### config.mk
export PLATFORM = sky130hd
export DESIGN_NAME = uka_ctrl
export DESIGN_NICKNAME = d
export VERILOG_FILES = /design/src/rtl/uka_pkg.sv /design/src/rtl/uka_ctrl.sv
export SDC_FILE = /design/constraint.sdc
export NUM_CORES = 1
export LEC_CHECK = 0
export BUFFER_PORTS_ARGS = -buffer_cell sky130_fd_sc_hd__buf_2
export CORE_ASPECT_RATIO = 0.7
export CORE_UTILIZATION = 52
export CTS_CLUSTER_SIZE = 8
export DETAILED_ROUTE_END_ITERATION = 7
export GPL_ROUTABILITY_DRIVEN = 1
export PLACE_DENSITY_LB_ADDON = 0.15
export SETUP_SLACK_MARGIN = 0.1
export SYNTH_ARGS = -nofsm -noshare
export SYNTH_HDL_FRONTEND = slang
export SYNTH_SLANG_ARGS = --single-unit
### constraint.sdc
create_clock -name clk_i -period 2.3 [get_ports clk_i]
set_clock_uncertainty 0.15 [all_clocks]
set_input_delay 0.575 -clock clk_i [delete_from_list [all_inputs] [get_ports clk_i]]
set_output_delay 0.575 -clock clk_i [all_outputs]
set_load 0.05 [all_outputs]
### src/rtl/uka_pkg.sv
package uka_pkg;

  localparam int TableDepthDef   = 256;
  localparam int KeyHalfWidthDef = 32;
  localparam int WordWidth       = 32;
  localparam int IdWidth         = 8;

  typedef struct packed {
    logic flush;
    logic insert;
  } ctrl_t;

  typedef enum logic [2:0] {
    StIdle = 3'b001,
    StWalk = 3'b010,
    StDone = 3'b100
  } state_e;

endpackage

### src/rtl/uka_ctrl.sv
module uka_ctrl #(
  parameter int TableDepth = uka_pkg::TableDepthDef
) (
  input  logic                         clk_i,
  input  logic                         rst_ni,
  input  logic                         in_valid_i,
  input  logic                         start_i,
  output logic                         in_ready_o,
  input  logic                         hit_i,
  output uka_pkg::ctrl_t               ctrl_o,
  output logic                         out_valid_o,
  input  logic                         out_ready_i,
  output logic [uka_pkg::IdWidth-1:0]  out_id_o,
  output logic                         out_new_o,
  output logic                         out_ovf_o
);
  import uka_pkg::*;

  localparam int PosWidth = $clog2(TableDepth + 1);
  localparam logic [PosWidth-1:0] Full = PosWidth'(TableDepth);

  state_e              state_q, state_d;
  logic [PosWidth-1:0] pos_q, pos_d;
  logic [PosWidth-1:0] used_q, used_d;
  logic [IdWidth-1:0]  pend_id_q, pend_id_d;
  logic                pend_new_q, pend_new_d;
  logic                pend_ovf_q, pend_ovf_d;
  logic                out_valid_q, out_valid_d;
  logic [IdWidth-1:0]  out_id_q;
  logic                out_new_q;
  logic                out_ovf_q;
  logic                load_out;
  logic [IdWidth+PosWidth-1:0] pos_ext;

  assign pos_ext = {{IdWidth{1'b0}}, pos_q};

  always_comb begin
    state_d     = state_q;
    pos_d       = pos_q;
    used_d      = used_q;
    pend_id_d   = pend_id_q;
    pend_new_d  = pend_new_q;
    pend_ovf_d  = pend_ovf_q;
    ctrl_o      = '0;
    in_ready_o  = 1'b0;
    load_out    = 1'b0;
    case (state_q)
      StIdle: begin
        in_ready_o = 1'b1;
        if (in_valid_i) begin
          pos_d   = '0;
          state_d = StWalk;
          if (start_i) begin
            used_d = '0;
          end
        end
      end
      StWalk: begin
        if (pos_q == used_q) begin
          ctrl_o.flush = 1'b1;
          state_d      = StDone;
          if (used_q != Full) begin
            ctrl_o.insert = 1'b1;
            used_d        = used_q + 1'b1;
            pend_id_d     = pos_ext[IdWidth-1:0];
            pend_new_d    = 1'b1;
            pend_ovf_d    = 1'b0;
          end else begin
            pend_id_d  = '0;
            pend_new_d = 1'b0;
            pend_ovf_d = 1'b1;
          end
        end else if (hit_i) begin
          ctrl_o.flush = 1'b1;
          state_d      = StDone;
          pend_id_d    = pos_ext[IdWidth-1:0];
          pend_new_d   = 1'b0;
          pend_ovf_d   = 1'b0;
        end else begin
          pos_d = pos_q + 1'b1;
        end
      end
      StDone: begin
        if (!out_valid_q || out_ready_i) begin
          load_out = 1'b1;
          state_d  = StIdle;
        end
      end
      default: begin
        state_d = StIdle;
      end
    endcase
  end

  always_comb begin
    out_valid_d = out_valid_q;
    if (load_out) begin
      out_valid_d = 1'b1;
    end else if (out_ready_i) begin
      out_valid_d = 1'b0;
    end
  end

  always_ff @(posedge clk_i or negedge rst_ni) begin
    if (!rst_ni) begin
      state_q     <= StIdle;
      pos_q       <= '0;
      used_q      <= '0;
      out_valid_q <= 1'b0;
    end else begin
      state_q     <= state_d;
      pos_q       <= pos_d;
      used_q      <= used_d;
      out_valid_q <= out_valid_d;
    end
  end

  always_ff @(posedge clk_i) begin
    pend_id_q  <= pend_id_d;
    pend_new_q <= pend_new_d;
    pend_ovf_q <= pend_ovf_d;
    if (load_out) begin
      out_id_q  <= pend_id_q;
      out_new_q <= pend_new_q;
      out_ovf_q <= pend_ovf_q;
    end
  end

  assign out_valid_o = out_valid_q;
  assign out_id_o    = out_id_q;
  assign out_new_o   = out_new_q;
  assign out_ovf_o   = out_ovf_q;

endmodule

==> impl_metrics.yaml <==
synthesis:
  synth_area_um2: 1980
  synth-seq-cells: 42
  synth_flop_cell: "dfrtp_1"
  postSynthCellCount: 174
  syn_avg_cell_area_um2: 11.4
  async_flop_share: 0.524
  synthTopCellsByCount: "21 x dfrtp_1, 20 x edfxtp_1, 20 x nand3_1"
  yosysTopAreaCell: "edfxtp_1"
  synth_edf_count: 20
  yosysMostFrequentCell: "dfrtp_1"
  synthTopCellsByArea: "edfxtp_1 30%, dfrtp_1 27%, nand3_1 5.1%"
  yosys_warnings: 0
  syn-num-nets: 183
  yosysTopAreaCellShare: 0.304
  synth_cell_types: 42
  yosysSeqAreaShare: 0.583
routing:
  drtIter0Drc: 97
  drcViolationCount: 0
  ant_nets: 0
  viasPerCell: 5.81
  avgRoutedWirePerCell_um: 17.0
  drt_pass1_iterations: 4
  num_vias: 1614
  drt-total-wl_um: 4730
layout:
  diodes: 0
  post-route-util: 0.745
  drive_gt1_frac: 0.421
  nFillCells: 232
  fin_nets: 236
  area_delta_synth_final_pct: 35.0
  instances_no_fill: 278
floorplanning:
  die_area_um2: 4050
  die_h_um: 53.6
  start_util: 0.552
  num_rows: 18
  die_x_um: 75.7
  io-pin-count: 20
  fp.coreArea_um2: 3580
global_route:
  grt_pass1_wl_um: 6940
  grt_pass1_vias: 1494
  antenna_found_initial: 0
  grt_start_max_net_pins: 23
  gr-total-overflow: 0
  track_usage: 0.243
power_and_ir_drop:
  swShare: 0.351
  total_leakage_power_uw: 0.00114
  p_switching_uw: 1100
  seqPwrFrac: 0.330
  clock_power_share: 0.229
  powerDensity_nw_per_um2: 1180
  vdd_drop_max_mv: 0.539
  p_int_uw: 2040
  p_comb_frac: 0.442
clocking:
  cts.sinks: 42
  numCtsBuffers: 5
  cts_root_buffer: "clkbuf_8"
  cts_buffer_depth: 2
  cts_tree: "yes"
  cts_htree_levels: 2
  clk_pin_slew_worst_paths_ns: 0.08
  insertion_delay_ns: 0.30
  hold_buffers: 0
placement:
  placed_cells: 253
  gp_congestion: 0.814
  port_buffers: 19
  hpwl_um: 2880
sta:
  min_period_over_period: 1.07
  setup_violations: 3
  setup_ws_ns: -0.161
  tns_ns: -0.317
  slew_violations: 0
  period_needed_ns: 2.46
  finalHoldViolCount: 0
  fmax_mhz: 406
  relSlewSlack: 0.664
  tightest_slew_ns: 0.504
  rsz0062_at_grt: "true"
  fin_hold_ws_ns: 0.0824
setup_path:
  required_ns: 1.57
  endpoint_kind: "output port"
  crit_chain: "xnor2_1 > nand4_1 > nor3_2 > o21a_4 > buf_8"
  worst_ep_arrival_time_ns: 1.74
  critPathMaxStageDelay_ns: 0.43
  path_max_fanout: 4
  crit_type: "reg2out"
  cp_slowest_cell: "dfrtp_1"
  start_kind: "flop"
run_status:
  status: "finished, violations left"
  violations: "negative setup slack"
worst_hold_path:
  hp-class: "in2async"
run:
  timing.max_cap.violations: 0
final timing paths:
path                       cells past startpoint  slack, ns                        to                   start
max                                            5      -0.16                 ctrl_o[1]    pos_q[8]$_DFFE_PN0P_
min                                            1       0.08      pos_q[6]$_DFFE_PN0P_                  rst_ni
max reg2reg                                   10      -0.05  pend_new_q$_SDFFCE_PP0P_   used_q[2]$_DFFE_PN0P_
min reg2reg                                    0       0.28     out_id_o[6]$_DFFE_PP_  pend_id_q[6]$_DFFE_PP_
max in group asynchronous                      1       1.54     used_q[0]$_DFFE_PN0P_                  rst_ni
min in group clk_i                             0       0.28     out_id_o[6]$_DFFE_PP_  pend_id_q[6]$_DFFE_PP_
layout by cell type, fill, tap and decap left out, types with 4 or more instances in the layout:
cell type and n:
buf_2 17, and3_1 5, nand3_1 20, a21oi_1 8
edfxtp_1 20, nand2_1 11, buf_4 40, o21a_1 4
dfrtp_1 17, clkbuf_8 6, xnor2_1 7, dfrtp_2 4
power groups by stage:
stage	clock, uW	sequential (uW)	combinational (uW)
global placement	0	1040	989
detailed placement	0	1040	1010
finish	718	1040	1390
floorplan	0	1070	617
CTS	718	1020	1190
global route	757	1050	1470
sequential cells by signal, indices dropped and copies added, names as in the netlist:
signal,count
state_q,3
out_valid_o,1
pend_id_q,8
pos_q,9
used_q,9
out_ovf_o,1
out_new_o,1
pend_ovf_q,1
out_id_o,8
pend_new_q,1
kinds of logic (layout without fill, tap and decap cells):
family,Yosys count,count (layout),synth area share
and+or+nand+nor,62,62,0.177
xor gates and xnor gates,9,9,0.0399
adders and majority gates,3,3,0.0190
buffers and inverters,20,74,0.0431
muxes,1,1,0.00507
AOI/OAI and AO/OA,37,37,0.133
DFF,42,42,0.583
routing by layer:
layer  vias up  track usage  share of wire
met1       808        0.293           0.44
met3        12       0.0955          0.050
met5         -            0              0
met4         0       0.0741          0.014
li1        738            -              -
met2        56        0.405           0.49
stage by stage:
step | setup WS (ns) | instance area, um^2 | power, uW
after detailed placement | -0.00104 | 2290 | 2050
final | -0.161 | 2670 | 3140
after floorplan | -0.0868 | 2010 | 1680
after global placement | 0.0753 | 2290 | 2020
after global routing | -0.222 | 2670 | 3270
after CTS | -0.0700 | 2570 | 2930
critical path, delay by kind of cell, from the launching register on:
kind            cells  cell delay, ns
simple gates        2            0.49
xor+xnor            1            0.20
flops               1            0.43
compound gates      1            0.17
buf+inv             1            0.14
final cells by class:
cell class | count | area (um^2) | share of cell area
clock buffer | 6 | 82.6 | 0.0310
clock inverter | 2 | 60.1 | 0.0225
inverter | 5 | 18.8 | 0.00704
multi-input combinational | 112 | 851 | 0.319
sequential | 42 | 1160 | 0.434
tap | 50 | 62.6 | 0.0235
timing repair buffer | 61 | 434 | 0.163
repair_timing:
item / in CTS / in global routing
gates resized for setup: 14 / 14
hold endpoints to repair: 0 / 0
setup endpoints to repair: 2 / 12
buffers inserted: 12 / 5
pin swaps: 8 / 10
(Power assumes the default switching activity.)
