==> src/rtl/uka_pkg.sv <==
package uka_pkg;

  localparam int TableDepthDef   = 256;
  localparam int KeyHalfWidthDef = 32;
  localparam int WordWidth       = 32;
  localparam int IdWidth         = 8;

  typedef struct packed {
    logic flush;
    logic insert;
  } ctrl_t;

  typedef enum logic [2:0] {
    StIdle = 3'b001,
    StWalk = 3'b010,
    StDone = 3'b100
  } state_e;

endpackage

==> src/rtl/uka_cell.sv <==
module uka_cell #(
  parameter int KeyWidth = 2 * uka_pkg::KeyHalfWidthDef
) (
  input  logic                clk_i,
  input  logic                rst_ni,
  input  uka_pkg::ctrl_t      ctrl_i,
  input  logic                tok_act_i,
  input  logic [KeyWidth-1:0] tok_key_i,
  output logic                tok_act_o,
  output logic [KeyWidth-1:0] tok_key_o,
  output logic                hit_o
);
  import uka_pkg::*;

  logic                tok_act_q;
  logic [KeyWidth-1:0] tok_key_q;
  logic [KeyWidth-1:0] key_q;

  always_ff @(posedge clk_i or negedge rst_ni) begin
    if (!rst_ni) begin
      tok_act_q <= 1'b0;
    end else begin
      tok_act_q <= tok_act_i & ~ctrl_i.flush;
    end
  end

  always_ff @(posedge clk_i) begin
    tok_key_q <= tok_key_i;
    if (tok_act_q && ctrl_i.insert) begin
      key_q <= tok_key_q;
    end
  end

  assign hit_o     = tok_act_q & (key_q == tok_key_q);
  assign tok_act_o = tok_act_q & ~ctrl_i.flush;
  assign tok_key_o = tok_key_q;

endmodule

==> config.mk <==
export PLATFORM = sky130hd
export DESIGN_NAME = uka_cell
export DESIGN_NICKNAME = d
export VERILOG_FILES = /design/src/rtl/uka_pkg.sv /design/src/rtl/uka_cell.sv
export SDC_FILE = /design/constraint.sdc
export NUM_CORES = 1
export LEC_CHECK = 0
export BUFFER_PORTS_ARGS = -buffer_cell sky130_fd_sc_hd__buf_4
export CORE_MARGIN = 4
export CORE_UTILIZATION = 53
export CTS_CLUSTER_DIAMETER = 80
export CTS_CLUSTER_SIZE = 24
export DETAILED_ROUTE_END_ITERATION = 16
export GPL_ROUTABILITY_DRIVEN = 0
export PLACE_DENSITY = 0.9
export SYNTH_ARGS = -nofsm -noshare
export SYNTH_HDL_FRONTEND = slang
export SYNTH_SLANG_ARGS = --single-unit
==> constraint.sdc <==
create_clock -name clk_i -period 4.65 [get_ports clk_i]
set_input_delay 0.465 -clock clk_i [delete_from_list [all_inputs] [get_ports clk_i]]
set_output_delay 0.465 -clock clk_i [all_outputs]
set_load 0.02 [all_outputs]
==> flow_summary.toml, run 1 <==
[placed_design]
port_buffers = 134
placed_area_um2 = 5130
dp_hpwl_um = 6080

[timing]
hold_viol = 0
maxSlewHeadroom_pct = 44.8
skew_ps = 8.73
setup-tns-final_ps = 0
whs_ps = 51.2
rsz0062_at_grt = "no"
worstMarginPinSlew_ps = 828
fin_crit_ps = 2630
setup_viol = 0
finalMaxSlewViolations = 0
period_share_pct = 56.5
max_freq_mhz = 381

[power_and_ir_drop]
fin_total_pwr_mw = 2.87
p_per_area_nw_per_um2 = 496
p_leak_nw = 2.36
vdd_drop_max_mv = 0.335

[synthesis]
ys_top_cells_by_area = "edfxtp_1, dfxtp_1, xnor2_1, nand4_1, inv_1"
syn-mean-instance-area_um2 = 17.0
yosys.area.top_type = "edfxtp_1"
syn_area_um2 = 3990
ys_ff_latch = 129
synth_edf_count = 64
syn_nets = 304
post-synth-top-area-fraction_pct = 48.2
ys_warn_count = 0
ys_seq_area_share_pct = 80.9
synth_common_cells = "dfxtp_1, edfxtp_1, xnor2_1, inv_1, nand4_1"
synth_ff_type = "edfxtp_1"
yosysUniqueCellTypes = 19
syn_inst = 235
async_flop_share_pct = 0.775

[finish]
fin_util_pct = 79.5
syn_to_final_growth_pct = 45.3
stdcell_area_um2 = 5790
diodes = 0
drive_above_1_share_pct = 41.8
fillCellCount = 421
nNetsFinal = 459

[grt]
grt_max_degree = 65
gr-usage-all-layers_pct = 19.7
antenna_found_initial = 0
overflow = 0
grt_pass1_wl_um = 12800
grt_pass1_vias = 2588

[setup_path]
arrival_ps = 2160
crit_family = "simple AND/OR/NAND/NOR gates"
cp-end-kind = "output port"
critPathSlowestCell = "edfxtp_1"
r2r_slack_ps = 3060
r2r_cells = 2
reg2reg_from = "tok_act_q$_DFF_PN0_"
r2r-end = "key_q[14]$_DFFE_PP_"
crit_type = "flop to output port"
cp_data_required_time_ps = 4180
path_max_fanout = 1
critPathMostFrequentCell = "nand4_1"
critical_path_buf_inv_count = 1
cp_slowest_stage_delay_ps = 410
path_cells = "xnor2_1, nand4_1, nor4_1, nand4_1, nor3_2, buf_4"
start_kind = "flop"

[min_path]
hp-start = "tok_key_i[21]"
hp-class = "input pin to flop"
hold_depth = 1
hold_path_end = "tok_key_o[21]$_DFF_P_"

[floorplanning]
start_util_pct = 54.7
chipHeight_um = 94.8
dieArea_um2 = 8980
std_cell_rows = 31
die_w_um = 94.8
coreArea_um2 = 7290
pin_count = 135

[cts]
path_clk_slew_ps = 60
cts_tree = "done"
clk-insertion-delay-late_ps = 510
clockBufferDepth = 2
ctsHtreeMaxLevel = 4
cts.sinks = 129
numCtsBuffers = 17
cts_root_buf = "clkbuf_8"
post-cts-setup-buffers = 0

[drt]
drc_errors = 0
ant_nets = 0
via_per_inst = 4.95
first_iter_violations = 136
drt-pass1-iter-count = 5
routedWlPerCell_um = 17.1
routed_wl_um = 8550
vias = 2479

[job]
cap_violations = 0

[run_status]
status = "complete, no violations"
[logic make-up (layout without fill, tap and decap cells)]
logic type,Yosys count,in the layout,synth area share [%]
and+or+nand+nor,24,24,3.76
buffers and inverters,18,185,1.69
xor gates and xnor gates,46,46,10.1
AOI/OAI and AO/OA,18,18,3.51
DFF,129,129,80.9
[worst max path at each step]
stage	depth (start not counted)	slack, ps	end	start
6_report	6	2020	hit_o	key_q[28]$_DFFE_PP_
5_1_grt	6	1910	hit_o	key_q[28]$_DFFE_PP_
4_1_cts	6	2050	hit_o	key_q[28]$_DFFE_PP_
3_5_place_dp	6	2640	hit_o	key_q[7]$_DFFE_PP_
3_3_place_gp	6	2660	hit_o	key_q[31]$_DFFE_PP_
2_1_floorplan	1	2250	key_q[0]$_DFFE_PP_	ctrl_i[0]
[per-layer routing]
metal,vias up,GRT usage (%),share of wire (%)
li1,1161,-,-
met1,1207,21.5,36
met2,97,35.0,56
met3,14,6.93,6.2
met4,0,7.69,1.5
met5,-,0,0
[placed cells by master (no fill, tap or decap), types with 2 or more instances in the layout]
master and count:
a221oi_1 4, buf_4 135, bufinv_16 5, clkbuf_16 17, clkbuf_8 2, clkinv_2 2
clkinv_4 4, dfxtp_1 64, edfxtp_1 64, inv_1 18, nand3_1 2, nand4_1 12
nor2b_1 2, nor4_1 5, o22ai_1 6, o2bb2ai_1 5, xnor2_1 43, xor2_1 3
[through the flow]
stage,std cells,setup WS [ps]
6_report,501,2020
2_1_floorplan,235,2250
3_5_place_dp,469,2640
3_3_place_gp,469,2660
4_1_cts,501,2050
5_1_grt,501,1910
[registers in the layout, summed over array words and instances, names as in the netlist]
name and cells:
key_q 64, tok_key_o 64, tok_act_q 1
[cell type report]
class	count	area (um2)	share of cell area, %
Clock buffer	19	453	7.82
Inverter	18	67.6	1.17
Clock inverter	12	204	3.52
Timing Repair Buffer	136	1020	17.7
Tap cell	99	124	2.14
Multi-Input combinational cell	88	694	12.0
Sequential cell	129	3230	55.7
[repair_timing]
action,in CTS,in global routing
resized for setup,0,0
hold buffers,1,0
endpoints found under the setup margin,0,0
hold endpoints to repair,1,0
[power by group]
| group | total (mW) | leakage (nW) | internal (mW) | switching (mW) |
|---|---|---|---|---|
| combinational | 0.171 | 0.900 | 0.0915 | 0.0795 |
| clock | 1.44 | 0.323 | 0.971 | 0.469 |
| sequential | 1.26 | 1.14 | 1.23 | 0.0315 |
[worst reg2reg max path: stages (launching register included)]
cell     delay [ps]
dfrtp_1         390
and2_2          150
buf_4           620
No activity file was read; power rests on OpenSTA's default activity.
==> inputs of run 2 (changes only) <==
CORE_UTILIZATION = 49   (was 53)
PLACE_DENSITY = 0.84   (was 0.9)
clock period = 2.7 ns   (was 4.65 ns; I/O delays follow)
==> run 2 against run 1 <==
Effect of this change: combinational power rose by 120%; clock skew shrank 4.1 ps; final area increased by 11%; largest power group unchanged.
==> flow_summary.toml, run 2 (synthesis results as in run 1) <==
[run_status]
status = "complete, no violations"

[timing]
setup-tns-final_ps = 0
period_share_pct = 90.9
max_freq_mhz = 407
hold_viol = 0
rsz0062_at_grt = "no"
fin_crit_ps = 2450
worstMarginPinSlew_ps = 555
finalMaxSlewViolations = 0
skew_ps = 4.59
whs_ps = 91.5
setup_slack_ps = 246
setup_viol = 0
maxSlewHeadroom_pct = 63.0

[power_and_ir_drop]
fin_total_pwr_mw = 5.00
p_sw_share_pct = 20.8
clkPwrFrac_pct = 48.7
comb_power_share_pct = 7.7
power_frac_seq_pct = 43.6
power_switching_mw = 1.04
intPower_mw = 3.96
p_leak_nw = 2.63
vdd_drop_max_mv = 0.556
p_per_area_nw_per_um2 = 775

[floorplanning]
dieArea_um2 = 9650
chipHeight_um = 98.2
start_util_pct = 51.1
std_cell_rows = 32
die_w_um = 98.2
pin_count = 135
coreArea_um2 = 7810

[finish]
seq_area_um2 = 3230
layout_common_cells = "buf_4, dlygate4sd3_1, edfxtp_1, dfxtp_1, xnor2_1"
multi_input_area_um2 = 694
diodes = 0
layout_commonest_cell = "buf_4"
syn_to_final_growth_pct = 61.7
fillCellCount = 379
drive_above_1_share_pct = 36.0
nNetsFinal = 526

[grt]
grt_max_degree = 25
grt_pass1_vias = 3043
gr-usage-all-layers_pct = 22.4
grt_pass1_wl_um = 16100
antenna_found_initial = 0
overflow = 0

[setup_path]
cp-end-kind = "output port"
start_kind = "flop"
critPathMostFrequentCell = "nand4_1"
cp_slowest_stage_delay_ps = 410
path_max_fanout = 1
crit_type = "flop to output port"
r2r_cells = 2
critPathSlowestCell = "nor4_1"
r2r-end = "key_q[45]$_DFFE_PP_"
critical_path_buf_inv_count = 1
crit_family = "simple AND/OR/NAND/NOR gates"
path_cells = "xnor2_1, nand4_1, nor4_1, nand4_1, nor3_2, buf_4"
reg2reg_from = "tok_act_q$_DFF_PN0_"
cp_data_required_time_ps = 2430
r2r_slack_ps = 1030
arrival_ps = 2180

[cts]
cts_tree = "done"
cts.sinks = 129
clk-insertion-delay-late_ps = 510
numCtsBuffers = 17
cts_root_buf = "clkbuf_8"
clockBufferDepth = 2
cts_resized = 0
ctsHtreeMaxLevel = 4
path_clk_slew_ps = 60

[placed_design]
port_buffers = 134
place_ws_ps = 859
dp_hpwl_um = 6010

[drt]
routedWlPerCell_um = 18.3
routed_wl_um = 10500
ant_nets = 0
drt-pass1-iter-count = 4
drc_errors = 0
vias = 2792
via_per_inst = 4.88
first_iter_violations = 104

[job]
cap_violations = 0

[min_path]
hp-class = "input pin to async pin"
[run 2: cell types whose count changed in the layout (fill, tap and decap cells not counted)]
| cell | before | now |
|---|---|---|
| inv_6 | 1 | 0 |
| buf_4 | 135 | 136 |
| clkbuf_16 | 17 | 16 |
| clkbuf_1 | 0 | 1 |
| clkinvlp_4 | 0 | 2 |
| dlygate4sd3_1 | 1 | 67 |
[run 2: worst max-delay path by stage]
stage	from	endpoint	slack, ps	cells past startpoint
finish	key_q[35]$_DFFE_PP_	hit_o	250	6
global route	key_q[17]$_DFFE_PP_	hit_o	100	6
CTS	key_q[38]$_DFFE_PP_	hit_o	310	6
detailed placement	key_q[38]$_DFFE_PP_	hit_o	860	6
global placement	key_q[7]$_DFFE_PP_	hit_o	910	6
floorplan	tok_act_q$_DFF_PN0_	key_q[0]$_DFFE_PP_	430	1
[run 2: area by class of cell]
type,count,share of cell area (%)
sequential,129,50.0
timing repair buffer,203,26.2
multi-input combinational,88,10.8
clock buffer,19,6.69
clock inverter,13,3.26
tap,102,1.98
inverter,18,1.05
[run 2: power by group through the flow]
stage | Sequential, mW | Clock (mW) | Combinational, mW
3_5_place_dp | 2.22 | 0 | 0.294
6_report | 2.18 | 2.44 | 0.383
5_1_grt | 2.19 | 2.56 | 0.405
4_1_cts | 2.18 | 2.46 | 0.375
3_3_place_gp | 2.22 | 0 | 0.288
2_1_floorplan | 2.27 | 0 | 0.0599
[run 2: stage by stage]
stage / cell area (um2) / util, % / std cells
after floorplan: 3990 / - / 235
after global placement: 5140 / 65.8 / 473
after detailed placement: 5140 / 65.8 / 473
after CTS: 6450 / 82.6 / 572
after global routing: 6450 / 82.6 / 572
final: 6450 / 82.6 / 572
[run 2: routing by layer]
metal | up-vias | track usage (%) | wire length [um]
li1 | 1297 | - | -
met1 | 1348 | 24.0 | 3770
met2 | 126 | 40.0 | 5840
met3 | 21 | 7.50 | 562
met4 | 0 | 9.77 | 310
met5 | - | 0 | 0
[run 2: repair_timing]
item                                    4_1_cts  5_1_grt
hold endpoints to repair                     66        0
buffers inserted                              0        0
endpoints found under the setup margin        0        0
hold buffers                                 67        0
==> inputs of run 3 (changes only) <==
clock period = 2.51 ns   (was 2.7 ns; I/O delays follow)
==> run 3 against run 2 <==
Effect of this change: critical path depth stayed put; sequential power is 8% higher; sequential cell count did not move; die area unchanged; critical path type unchanged.
==> flow_summary.toml, run 3 (synthesis results as in run 1) <==
[run_status]
status = "complete, no violations"

[setup_path]
cp_slowest_stage_delay_ps = 400
path_cells = "xnor2_1, nand4_1, nor4_1, nand4_1, nor3_2, buf_4"
critPathMostFrequentCell = "nand4_1"
critical_path_buf_inv_count = 1
r2r_cells = 2
reg2reg_from = "tok_act_q$_DFF_PN0_"
worstSetupStartpoint = "key_q[35]$_DFFE_PP_"
crit_family = "simple AND/OR/NAND/NOR gates"
cp_data_required_time_ps = 2260
r2r_slack_ps = 990
crit_end = "hit_o"
crit_type = "flop to output port"
path_max_fanout = 1
arrival_ps = 2140
start_kind = "flop"
cp.depth = 6
cp-end-kind = "output port"
critPathSlowestCell = "edfxtp_1"
r2r-end = "key_q[12]$_DFFE_PP_"

[timing]
setup-tns-final_ps = 0
setup_slack_ps = 117
max_freq_mhz = 418
maxSlewHeadroom_pct = 67.5
setup_viol = 0
finalMaxSlewViolations = 0
rsz0062_at_grt = "no"
worstMarginPinSlew_ps = 487
fin_crit_ps = 2390
skew_ps = 8.48
hold_viol = 0
period_share_pct = 95.3

[grt]
grt_max_degree = 47
overflow = 0
gr-usage-all-layers_pct = 23.4
grt_pass1_vias = 3153
antenna_found_initial = 0
grt_pass1_wl_um = 16900

[floorplanning]
start_util_pct = 51.1
pin_count = 135
std_cell_rows = 32
dieArea_um2 = 9650
chipHeight_um = 98.2
die_w_um = 98.2
coreArea_um2 = 7810

[drt]
drc_errors = 0
vias = 2815
drt-pass1-iter-count = 4
routedWlPerCell_um = 19.1
routed_wl_um = 10900
first_iter_violations = 150
via_per_inst = 4.93
ant_nets = 0

[finish]
fillCellCount = 418
syn_to_final_growth_pct = 59.8
drive_above_1_share_pct = 36.0
layout_common_cells = "buf_4, dlygate4sd3_1, edfxtp_1, dfxtp_1, xnor2_1"
fin_util_pct = 81.6
fin_cells = 571
nNetsFinal = 525
diodes = 0
layout_commonest_cell = "buf_4"

[cts]
cts.sinks = 129
ctsHtreeMaxLevel = 4
path_clk_slew_ps = 60
numCtsBuffers = 17
cts_tree = "done"
clockBufferDepth = 2
clk-insertion-delay-late_ps = 510
cts_root_buf = "clkbuf_8"

[power_and_ir_drop]
vdd_drop_max_mv = 0.697
fin_total_pwr_mw = 5.05
p_per_area_nw_per_um2 = 792
p_leak_nw = 2.57

[job]
cap_violations = 0

[placed_design]
place_ws_ps = 718
dp_hpwl_um = 6040
dp.cells = 472
port_buffers = 134

[min_path]
hp-class = "input pin to async pin"
-- run 3: repair_timing --
item	in CTS	in global routing
hold buffers	67	0
endpoints found under the hold margin	66	0
resized for setup	0	0
setup buffers	0	0
-- run 3: final cells by class --
cell class / count / area, um2 / share of cell area (%)
multi-input combinational: 88 / 694 / 10.9
clock inverter: 14 / 131 / 2.06
clock buffer: 18 / 428 / 6.71
timing repair buffer: 202 / 1700 / 26.6
inverter: 18 / 67.6 / 1.06
sequential: 129 / 3230 / 50.6
tap: 102 / 128 / 2.00
-- run 3: power by group --
group,switching [mW],internal [mW],total (mW),leakage [nW]
clock network,0.943,1.35,2.29,0.252
registers,0.0637,2.28,2.35,1.14
logic,0.177,0.238,0.415,1.18
-- run 3: worst reg2reg max path: stages (launching register included) --
cell and delay, ps:
dfrtp_1 370, and2_2 470, buf_12 320
-- run 3: how the worst min path moves through the flow --
stage,cells after the start,endpoint,slack [ps]
3_5_place_dp,1,tok_act_q$_DFF_PN0_,30
6_report,2,tok_act_q$_DFF_PN0_,60
4_1_cts,2,tok_act_q$_DFF_PN0_,30
2_1_floorplan,0,tok_act_q$_DFF_PN0_,-40
3_3_place_gp,1,tok_act_q$_DFF_PN0_,30
5_1_grt,2,tok_act_q$_DFF_PN0_,50
-- run 3: through the flow --
stage          instance area, um2  hold WS (ps)
3_5_place_dp                 5140          28.0
2_1_floorplan                3990         -44.6
6_report                     6370          59.7
4_1_cts                      6370          32.7
3_3_place_gp                 5140          27.1
5_1_grt                      6370          49.4
-- run 3: layer usage --
layer	routed length, um	GRT usage [%]	share of wire (%)
met5	0	0	0
met2	6220	44.3	57
met3	564	5.71	5.2
met1	3790	24.3	35
met4	316	9.98	2.9
